File: config.mk
export PLATFORM = sky130hd
export DESIGN_NAME = can_id_acceptance_filter
export DESIGN_NICKNAME = d
export VERILOG_FILES = /design/src/rtl/core/canf_pkg.sv /design/src/rtl/core/canf_cam.sv /design/src/rtl/core/can_id_acceptance_filter.sv
export SDC_FILE = /design/constraint.sdc
export NUM_CORES = 1
export LEC_CHECK = 0
export ABC_CLOCK_PERIOD_IN_PS = 11700
export BUFFER_PORTS_ARGS = -buffer_cell sky130_fd_sc_hd__clkbuf_2
export CAP_MARGIN = 20
export CORE_ASPECT_RATIO = 0.6
export CORE_MARGIN = 2
export CORE_UTILIZATION = 25
export CTS_CLUSTER_DIAMETER = 80
export DETAILED_ROUTE_END_ITERATION = 6
export HOLD_SLACK_MARGIN = 0.06
export PLACE_DENSITY = 0.37
export SLEW_MARGIN = 20
export SYNTH_ARGS = -nofsm -noshare
export SYNTH_HDL_FRONTEND = slang
export SYNTH_HIERARCHICAL = 1
export SYNTH_SLANG_ARGS = --single-unit
File: constraint.sdc
create_clock -name i_clk -period 11.7 [get_ports i_clk]
set_input_delay 1.17 -clock i_clk [delete_from_list [all_inputs] [get_ports i_clk]]
set_output_delay 1.17 -clock i_clk [all_outputs]
set_load 0.02 [all_outputs]
File: src/rtl/core/canf_pkg.sv
`timescale 1ns / 1ps
// Shared types and constants for the CAN ID acceptance filter.
// No dependencies; imported by canf_cam and can_id_acceptance_filter.
package canf_pkg;

    // Field widths fixed by the item format
    localparam int CAN_ID_W   = 29;
    localparam int OP_W       = 2;
    localparam int MODE_W     = 2;

    // Defaults for the top-level parameters
    localparam int LIST_ENTRIES_DEF = 16;
    localparam int ID_BITS_DEF      = 29;

    // Item operation codes
    typedef enum logic [OP_W-1:0] {
        OP_LOOKUP = 2'd0,
        OP_ADD    = 2'd1,
        OP_REMOVE = 2'd2,
        OP_CLEAR  = 2'd3
    } t_op;

    // Filter mode register values
    typedef enum logic [MODE_W-1:0] {
        MODE_ACCEPT_ALL   = 2'd0,
        MODE_INCLUDE_ONLY = 2'd1,
        MODE_EXCLUDE_LIST = 2'd2,
        MODE_REJECT_ALL   = 2'd3
    } t_mode;

    // Update command to one ID list
    typedef struct packed {
        logic add;
        logic remove;
        logic clear;
    } t_cam_cmd;

endpackage

File: src/rtl/core/canf_cam.sv
`timescale 1ns / 1ps
// One exact-match ID list: entry storage, valid bits, parallel compare.
// Depends on canf_pkg (t_cam_cmd).
module canf_cam #(
    parameter int LIST_ENTRIES = canf_pkg::LIST_ENTRIES_DEF,
    parameter int ID_BITS      = canf_pkg::ID_BITS_DEF
) (
    input  logic                i_clk,
    input  logic                i_rst_n,
    input  logic [ID_BITS-1:0]  i_key,
    input  canf_pkg::t_cam_cmd  i_cmd,
    output logic                o_hit,
    output logic                o_full
);
    import canf_pkg::*;

    logic [ID_BITS-1:0]      r_ids [LIST_ENTRIES];
    logic [LIST_ENTRIES-1:0] r_valid;
    logic [LIST_ENTRIES-1:0] n_valid;
    logic [LIST_ENTRIES-1:0] match;
    logic [LIST_ENTRIES-1:0] free;
    logic [LIST_ENTRIES-1:0] first_free;
    logic                    do_write;

    // Parallel compare against every valid entry
    always_comb begin
        for (int i = 0; i < LIST_ENTRIES; i++) begin
            match[i] = r_valid[i] && (r_ids[i] == i_key);
        end
    end

    assign o_hit      = |match;
    assign o_full     = &r_valid;
    assign free       = ~r_valid;
    // lowest free entry as a one-hot vector
    assign first_free = free & (~free + LIST_ENTRIES'(1));
    assign do_write   = i_cmd.add && !o_hit && !o_full;

    // Valid-bit update
    always_comb begin
        n_valid = r_valid;
        if (i_cmd.clear) begin
            n_valid = '0;
        end else if (i_cmd.remove) begin
            n_valid = r_valid & ~match;
        end else if (do_write) begin
            n_valid = r_valid | first_free;
        end
    end

    always_ff @(posedge i_clk) begin
        if (!i_rst_n) begin
            r_valid <= '0;
        end else begin
            r_valid <= n_valid;
        end
    end

    // Entry storage, no reset: never read without its valid bit
    always_ff @(posedge i_clk) begin
        for (int i = 0; i < LIST_ENTRIES; i++) begin
            if (do_write && first_free[i]) begin
                r_ids[i] <= i_key;
            end
        end
    end

endmodule

File: src/rtl/core/can_id_acceptance_filter.sv
`timescale 1ns / 1ps
// CAN ID acceptance filter with include and exclude exact-match lists.
// Pipeline: input register, then result register. One item per cycle
// unless i_out_stall holds a result; each list update commits as its
// item leaves the input register, so the following item sees it.
// Reset: pipeline empty, all list entries invalid, filter mode 0.
// Depends on canf_pkg and canf_cam.
module can_id_acceptance_filter #(
    parameter int LIST_ENTRIES = canf_pkg::LIST_ENTRIES_DEF,
    parameter int ID_BITS      = canf_pkg::ID_BITS_DEF
) (
    input  logic                          i_clk,
    input  logic                          i_rst_n,
    // configuration
    input  logic                          i_cfg_we,
    input  logic [canf_pkg::MODE_W-1:0]   i_cfg_data,
    // input channel
    input  logic                          i_in_valid,
    output logic                          o_in_stall,
    input  logic [canf_pkg::OP_W-1:0]     i_op,
    input  logic [canf_pkg::CAN_ID_W-1:0] i_can_id,
    input  logic                          i_list_select,
    // result channel
    output logic                          o_out_valid,
    input  logic                          i_out_stall,
    output logic                          o_accept,
    output logic                          o_status
);
    import canf_pkg::*;

    t_mode              r_mode;
    logic               r_in_valid;
    t_op                r_op;
    logic [ID_BITS-1:0] r_key;
    logic               r_sel;
    logic               r_out_valid;
    logic               r_accept;
    logic               r_status;

    logic [ID_BITS-1:0] in_key;
    logic               in_take;
    logic               out_load;
    logic               advance;
    t_cam_cmd           inc_cmd;
    t_cam_cmd           exc_cmd;
    logic               inc_hit;
    logic               inc_full;
    logic               exc_hit;
    logic               exc_full;
    logic               n_accept;
    logic               n_status;

    // Mode register
    always_ff @(posedge i_clk) begin
        if (!i_rst_n) begin
            r_mode <= MODE_ACCEPT_ALL;
        end else if (i_cfg_we) begin
            r_mode <= t_mode'(i_cfg_data);
        end
    end

    // Handshake: stage 1 moves on when the result register is empty or not stalled
    assign out_load   = !r_out_valid || !i_out_stall;
    assign advance    = r_in_valid && out_load;
    assign o_in_stall = r_in_valid && !out_load;
    assign in_take    = i_in_valid && !o_in_stall;

    // Key: low ID_BITS of the identifier, zero-extended when wider
    always_comb begin
        in_key = '0;
        for (int b = 0; b < ID_BITS && b < CAN_ID_W; b++) begin
            in_key[b] = i_can_id[b];
        end
    end

    // Input register
    always_ff @(posedge i_clk) begin
        if (!i_rst_n) begin
            r_in_valid <= 1'b0;
        end else if (in_take) begin
            r_in_valid <= 1'b1;
        end else if (advance) begin
            r_in_valid <= 1'b0;
        end
    end

    always_ff @(posedge i_clk) begin
        if (in_take) begin
            r_op  <= t_op'(i_op);
            r_key <= in_key;
            r_sel <= i_list_select;
        end
    end

    // List commands, issued only as the item leaves stage 1
    always_comb begin
        inc_cmd = '0;
        exc_cmd = '0;
        if (advance) begin
            case (r_op)
                OP_ADD: begin
                    inc_cmd.add = !r_sel;
                    exc_cmd.add = r_sel;
                end
                OP_REMOVE: begin
                    inc_cmd.remove = 1'b1;
                    exc_cmd.remove = 1'b1;
                end
                OP_CLEAR: begin
                    inc_cmd.clear = 1'b1;
                    exc_cmd.clear = 1'b1;
                end
                default: begin
                end
            endcase
        end
    end

    canf_cam #(
        .LIST_ENTRIES (LIST_ENTRIES),
        .ID_BITS      (ID_BITS)
    ) u_include (
        .i_clk   (i_clk),
        .i_rst_n (i_rst_n),
        .i_key   (r_key),
        .i_cmd   (inc_cmd),
        .o_hit   (inc_hit),
        .o_full  (inc_full)
    );

    canf_cam #(
        .LIST_ENTRIES (LIST_ENTRIES),
        .ID_BITS      (ID_BITS)
    ) u_exclude (
        .i_clk   (i_clk),
        .i_rst_n (i_rst_n),
        .i_key   (r_key),
        .i_cmd   (exc_cmd),
        .o_hit   (exc_hit),
        .o_full  (exc_full)
    );

    // Result decision
    always_comb begin
        n_accept = 1'b0;
        n_status = 1'b0;
        case (r_op)
            OP_LOOKUP: begin
                case (r_mode)
                    MODE_ACCEPT_ALL:   n_accept = 1'b1;
                    MODE_INCLUDE_ONLY: n_accept = inc_hit;
                    MODE_EXCLUDE_LIST: n_accept = !exc_hit;
                    MODE_REJECT_ALL:   n_accept = 1'b0;
                    default:           n_accept = 1'b0;
                endcase
            end
            OP_ADD: begin
                // refused only when the ID is absent and the list is full
                n_status = r_sel ? (exc_full && !exc_hit) : (inc_full && !inc_hit);
            end
            default: begin
            end
        endcase
    end

    // Result register
    always_ff @(posedge i_clk) begin
        if (!i_rst_n) begin
            r_out_valid <= 1'b0;
        end else if (out_load) begin
            r_out_valid <= r_in_valid;
        end
    end

    always_ff @(posedge i_clk) begin
        if (advance) begin
            r_accept <= n_accept;
            r_status <= n_status;
        end
    end

    assign o_out_valid = r_out_valid;
    assign o_accept    = r_accept;
    assign o_status    = r_status;

endmodule
* Yosys cells after proc, flatten, opt, wreduce, memory -nomap -nowiden
Memory sizes are Yosys's and may differ from the RTL's. Cells that the tools add are included.
Operators by class: eq/ne operators 38, bitwise logic cells 13, multiplexer cells 168, reductions and logical operators 124, add/subtract/negate cells 2
Operator list (number):
- $eq 29x29->1 | 32
- $mux 29 | 30
- $reduce_or 29->1 | 30
- $mux 4 | 30
- $mux 1 | 101
- $not 16->16 | 6
- $logic_and 1x1->1 | 73
- $and 16x16->16 | 4
- $mux 16 | 4
- $add 16x1->16 const B | 2
- $or 16x16->16 | 2
- $reduce_and 16->1 | 2
- $reduce_or 16->1 | 2
- $logic_not 1->1 | 9
- $eq 2x2->1 const B | 4
- $mux 3 | 2
- $reduce_bool 2->1 | 3
- $eq 2x1->1 const B | 2
- $logic_not 2->1 | 2
- $pmux 1 s4 | 1
- $reduce_or 2->1 | 2
- $logic_or 1x1->1 | 1
- $not 1->1 | 1
Word-level totals: bits in writable memories 928, output and inout bits 4, word-level logic and storage cells 357, flip-flop bits (word level) 70, input bits 39, memories 2
Memory list:
- u_exclude.r_ids | depth 16, bits a word 29, rd ports 16, clocked after memory_dff 0, write ports 1, RTL line canf_cam.sv:17 | logic [ID_BITS-1:0] r_ids [LIST_ENTRIES];
- u_include.r_ids | depth 16, bits a word 29, rd ports 16, clocked after memory_dff 0, write ports 1, RTL line canf_cam.sv:17

* Depth between registers and ports, before layout
depth in word-level cells 25, depth in mapped cells 14, depth with buffers taken out 10

* Modules after synthesis
Netlist, hierarchy kept.
Modules (own cells, without submodules):
- canf_cam | sequential area each 14253.7 µm², area each 21129.0 µm², instances 2, cells an instance 1307
- can_id_acceptance_filter | sequential area each 1101.1 µm², area each 1266.2 µm², instances 1, cells an instance 60

* Worst setup path before layout
OpenSTA, ideal clock, no wires.
path type register to register, start register r_key[25], end memory u_exclude/r_ids[1][174] in the netlist's numbering (enable), clock period less this slack 5217 ps, required time 11212 ps, arrival time 4729 ps, stages on the path, launching flop included 9, buffers on the path 1, slack 6483 ps, cell sequence edfxtp_1 > buf_6 > xor2_1 > nor2_1 > and3_1 > a32oi_1 > and4_1 > nand3_1 > nor4_1
Between the ends: longest elaborated chain between the ends 25
RTL lines:
- start: declaration | RTL line can_id_acceptance_filter.sv:34 | logic [ID_BITS-1:0] r_key;
- start signal: assignment | RTL line can_id_acceptance_filter.sv:90 | r_key <= in_key;
- $eq 29x29->1 | RTL line canf_cam.sv:28 | match[i] = r_valid[i] && (r_ids[i] == i_key);
- $logic_and 1x1->1 | RTL line canf_cam.sv:28
- $reduce_or 16->1 * | RTL line canf_cam.sv:32 | assign o_hit = |match;
- $logic_not 1->1 * | RTL line canf_cam.sv:37 | assign do_write = i_cmd.add && !o_hit && !o_full;
- $logic_and 1x1->1 * (2 in a row) | RTL line canf_cam.sv:37
- $logic_and 1x1->1 | RTL line canf_cam.sv:62 | if (do_write && first_free[i]) begin
- $mux 1 | RTL line canf_cam.sv:62
- $mux 1 (not written as such) | RTL line canf_cam.sv:63 | r_ids[i] <= i_key;
- $reduce_or 29->1 (no line)
- $mux 4 (no line) / $mux 1 (equally long branches) (15 in a row)
- end: declaration | RTL line canf_cam.sv:17
Mark *: on every way between the ends. The rest lies on a longest branch, timed or not.

* Worst setup path after layout
start register r_key[9], end memory u_exclude/r_ids[1][80] in the netlist's numbering (enable)
The elaborated chain is that of the path after synthesis.

==> flow_summary.json <==
{
  "status": "finished clean",
  "grt_pass1_vias": 22600,
  "worst_pin_slew_ps": 1200,
  "cp_max_fo": 41,
  "crit_top_cell": "buf_4",
  "synthAdderAreaFrac_pct": 0,
  "synthFlopType": "edfxtp_1",
  "via_per_inst": 4.39,
  "synth_compound_area_share_pct": 1.38,
  "synth.distinct_cells": 45,
  "syn_inst": 2674,
  "post_cts_buffers": 0,
  "cts_tree": "yes",
  "leakagePower_nw": 14.0,
  "worst-path-buf-inv": 4,
  "synth_edf_count": 962,
  "die_w_um": 543,
  "yosys_warnings": 6,
  "setup_viol": 0,
  "drtAntennaViolNets": 0,
  "critPathLaunchType": "flop",
  "min_path_type": "flop to flop",
  "clock_latency_ps": 700,
  "hold_viol_final": 0,
  "cts_buffers": 104,
  "max-cap-violations": 0,
  "fin_crit_sh_pct": 44.8,
  "htree_levels": 3,
  "synth.top_cells.by_area": "edfxtp_1 66%, xnor2_1 18%, nand4_1 2.8%",
  "yosys.area.top_type": "edfxtp_1",
  "tns_ps": 0,
  "finalWirelength_um": 125000,
  "syn2layout_area_growth_pct": 13.2,
  "seq_area_frac_synth_pct": 68.0,
  "io_buffer_count": 42,
  "synth_xor_area_share_pct": 18.8,
  "die-area_sq_mm": 0.178,
  "powerDensity_mw_per_mm2": 159,
  "min_period_ps": 5240,
  "peakVddDrop_uv": 113,
  "synth_top_family_by_area": "XOR/XNOR gates",
  "synthMuxAreaShare_pct": 0.0460,
  "synth_fp_nets": 2713,
  "fmax_mhz": 191,
  "fp-row-count": 118,
  "hpwl_um": 69000,
  "grt_pass1_wl_um": 175000,
  "critical_path_required_ps": 12100,
  "holdWs_ps": 508,
  "crit_family": "simple AND/OR/NAND/NOR gates",
  "synth_common_cells": "962 x edfxtp_1, 898 x xnor2_1, 192 x nand4_1",
  "overflow": 0,
  "arrival_ps": 5640,
  "max_stage_delay_ps": 820,
  "final_net_count": 2824,
  "crit_type": "flop to flop",
  "cts.clk_slew.worst_paths_ps": 60,
  "synth_area_sq_mm": 0.0435,
  "syn_area_per_cell_sq_um": 16.3,
  "slowest_stage": "nor4_1",
  "rsz0062_at_grt": "no",
  "crit_chain": "buf_4 -> buf_4 -> xnor2_1 -> nand4_1 -> nor4_1 -> a22oi_1 -> and4_1 -> nand3_1 -> buf_4 -> nor3b_2 -> buf_4",
  "cts_hold_buf": 0,
  "fin_skew_ps": 30.2,
  "cts-root-buf": "clkbuf_16",
  "first_iter_violations": 1996,
  "slew_headroom_pct": 20.0,
  "synthSimpleGateAreaFrac_pct": 7.46,
  "cts.sinks": 998,
  "coreArea_sq_mm": 0.173,
  "gp_congestion": 0.765,
  "vias": 22700,
  "yosys_register_bits": 998,
  "grt_max_degree": 65,
  "post-route-drc-count": 0,
  "yosysMostFrequentCell": "edfxtp_1",
  "ios": 43,
  "start_util_pct": 25.2,
  "wire_per_inst_um": 24.2,
  "track_usage_pct": 13.9,
  "slew_viol_final": 0,
  "end_kind": "flop",
  "die_h_um": 327,
  "antenna_found_initial": 13,
  "cts_resized": 0,
  "nFillCells": 17200,
  "synth_top_area_share_pct": 66.4,
  "drive_gt1_share_pct": 13.6,
  "clock_path_buffers": 3,
  "finish.utilization_pct": 28.5,
  "dr.pass1.iters": 5,
  "synthArstFlopShare_pct": 0
}
[final timing paths]
| check | startpoint | to | slack [ps] | depth (start not counted) |
|---|---|---|---|---|
| hold reg to reg | r_in_valid$_SDFFE_PN0P_ | o_out_valid$_SDFFE_PN0P_ | 510 | 2 |
| setup reg to reg | r_key[9]$_DFFE_PP_ | u_exclude/r_ids[1][80]$_DFFE_PP_ | 6460 | 11 |
| hold / removal | r_in_valid$_SDFFE_PN0P_ | o_out_valid$_SDFFE_PN0P_ | 510 | 2 |
| setup / recovery | r_key[9]$_DFFE_PP_ | u_exclude/r_ids[1][80]$_DFFE_PP_ | 6460 | 11 |
[power breakdown]
part | switching, mW | internal [mW]
clock network | 1.45 | 1.99
logic | 0.299 | 0.138
registers | 0.0131 | 3.93
total | 1.76 | 6.05
[flip-flops by register name (all words and copies together), names as in the netlist]
register and flops:
r_in_valid 1, u_include/r_valid 16, o_status 1, r_key 29, u_include/r_ids 464, u_exclude/r_valid 16, r_mode 2, o_accept 1
r_op 2, o_out_valid 1, r_sel 1, u_exclude/r_ids 464
[layout by cell type (no fill, tap or decap), drive strengths merged]
master,instances
o21a,1
nor2b,7
and2,4
o22ai,2
clkbuf,169
and4bb,1
diode,6
xor2,24
nor2,16
edfxtp,962
nor3,19
clkinvlp,3
a31o,12
a21oi,1
dfxtp,36
and4b,1
a22oi,12
nor4,94
nand4,194
and3,24
bufinv,15
nor3b,13
o21ai,8
a31oi,10
nand2,57
a21boi,1
or2,2
xnor2,904
o31ai,14
buf,93
inv,14
a32oi,5
and4,6
mux2i,2
o211ai,2
o22a,1
nand3,100
clkinv,46
[per-layer routing]
| metal | global-route usage, % | up-vias | share of wire, % |
|---|---|---|---|
| met5 | 0 | - | 0 |
| met4 | 2.93 | 0 | 1.8 |
| met3 | 2.51 | 133 | 5.4 |
| met2 | 18.9 | 540 | 40 |
| met1 | 22.5 | 11900 | 53 |
| li1 | - | 10100 | - |
[final cells by class]
type / instances / area (sq um) / area share [%]
clock inverter: 69 / 754 / 1.53
tap: 2280 / 2850 / 5.79
clock buffer: 127 / 2720 / 5.52
antenna: 6 / 15.0 / 0.0305
timing repair buffer: 135 / 1030 / 2.10
inverter: 9 / 43.8 / 0.0889
sequential: 998 / 29600 / 60.1
multi-input combinational: 1537 / 12200 / 24.8
[worst min-delay path: stages (launching register included)]
cell     delay (ps)
dfxtp_1         340
a21oi_1          50
nor2b_1          90
[metrics by stage]
step	std cells	area, sq um	total power [mW]	worst slack [ps]
after floorplan	2674	43500	4.33	6480
after global placement	4959	45800	4.46	6410
after detailed placement	4959	45800	4.47	6360
after CTS	5155	49200	7.95	6340
after global routing	5156	49200	8.10	6230
final	5161	49200	7.82	6460
[kinds of logic after synthesis]
group / Yosys count
AO/OA/AOI/OAI: 69
XOR/XNOR: 928
buffers and inverters: 139
flip-flops: 998
multiplexers: 2
AND/OR/NAND/NOR: 538
Note: power is estimated with default switching activity, not from simulation.
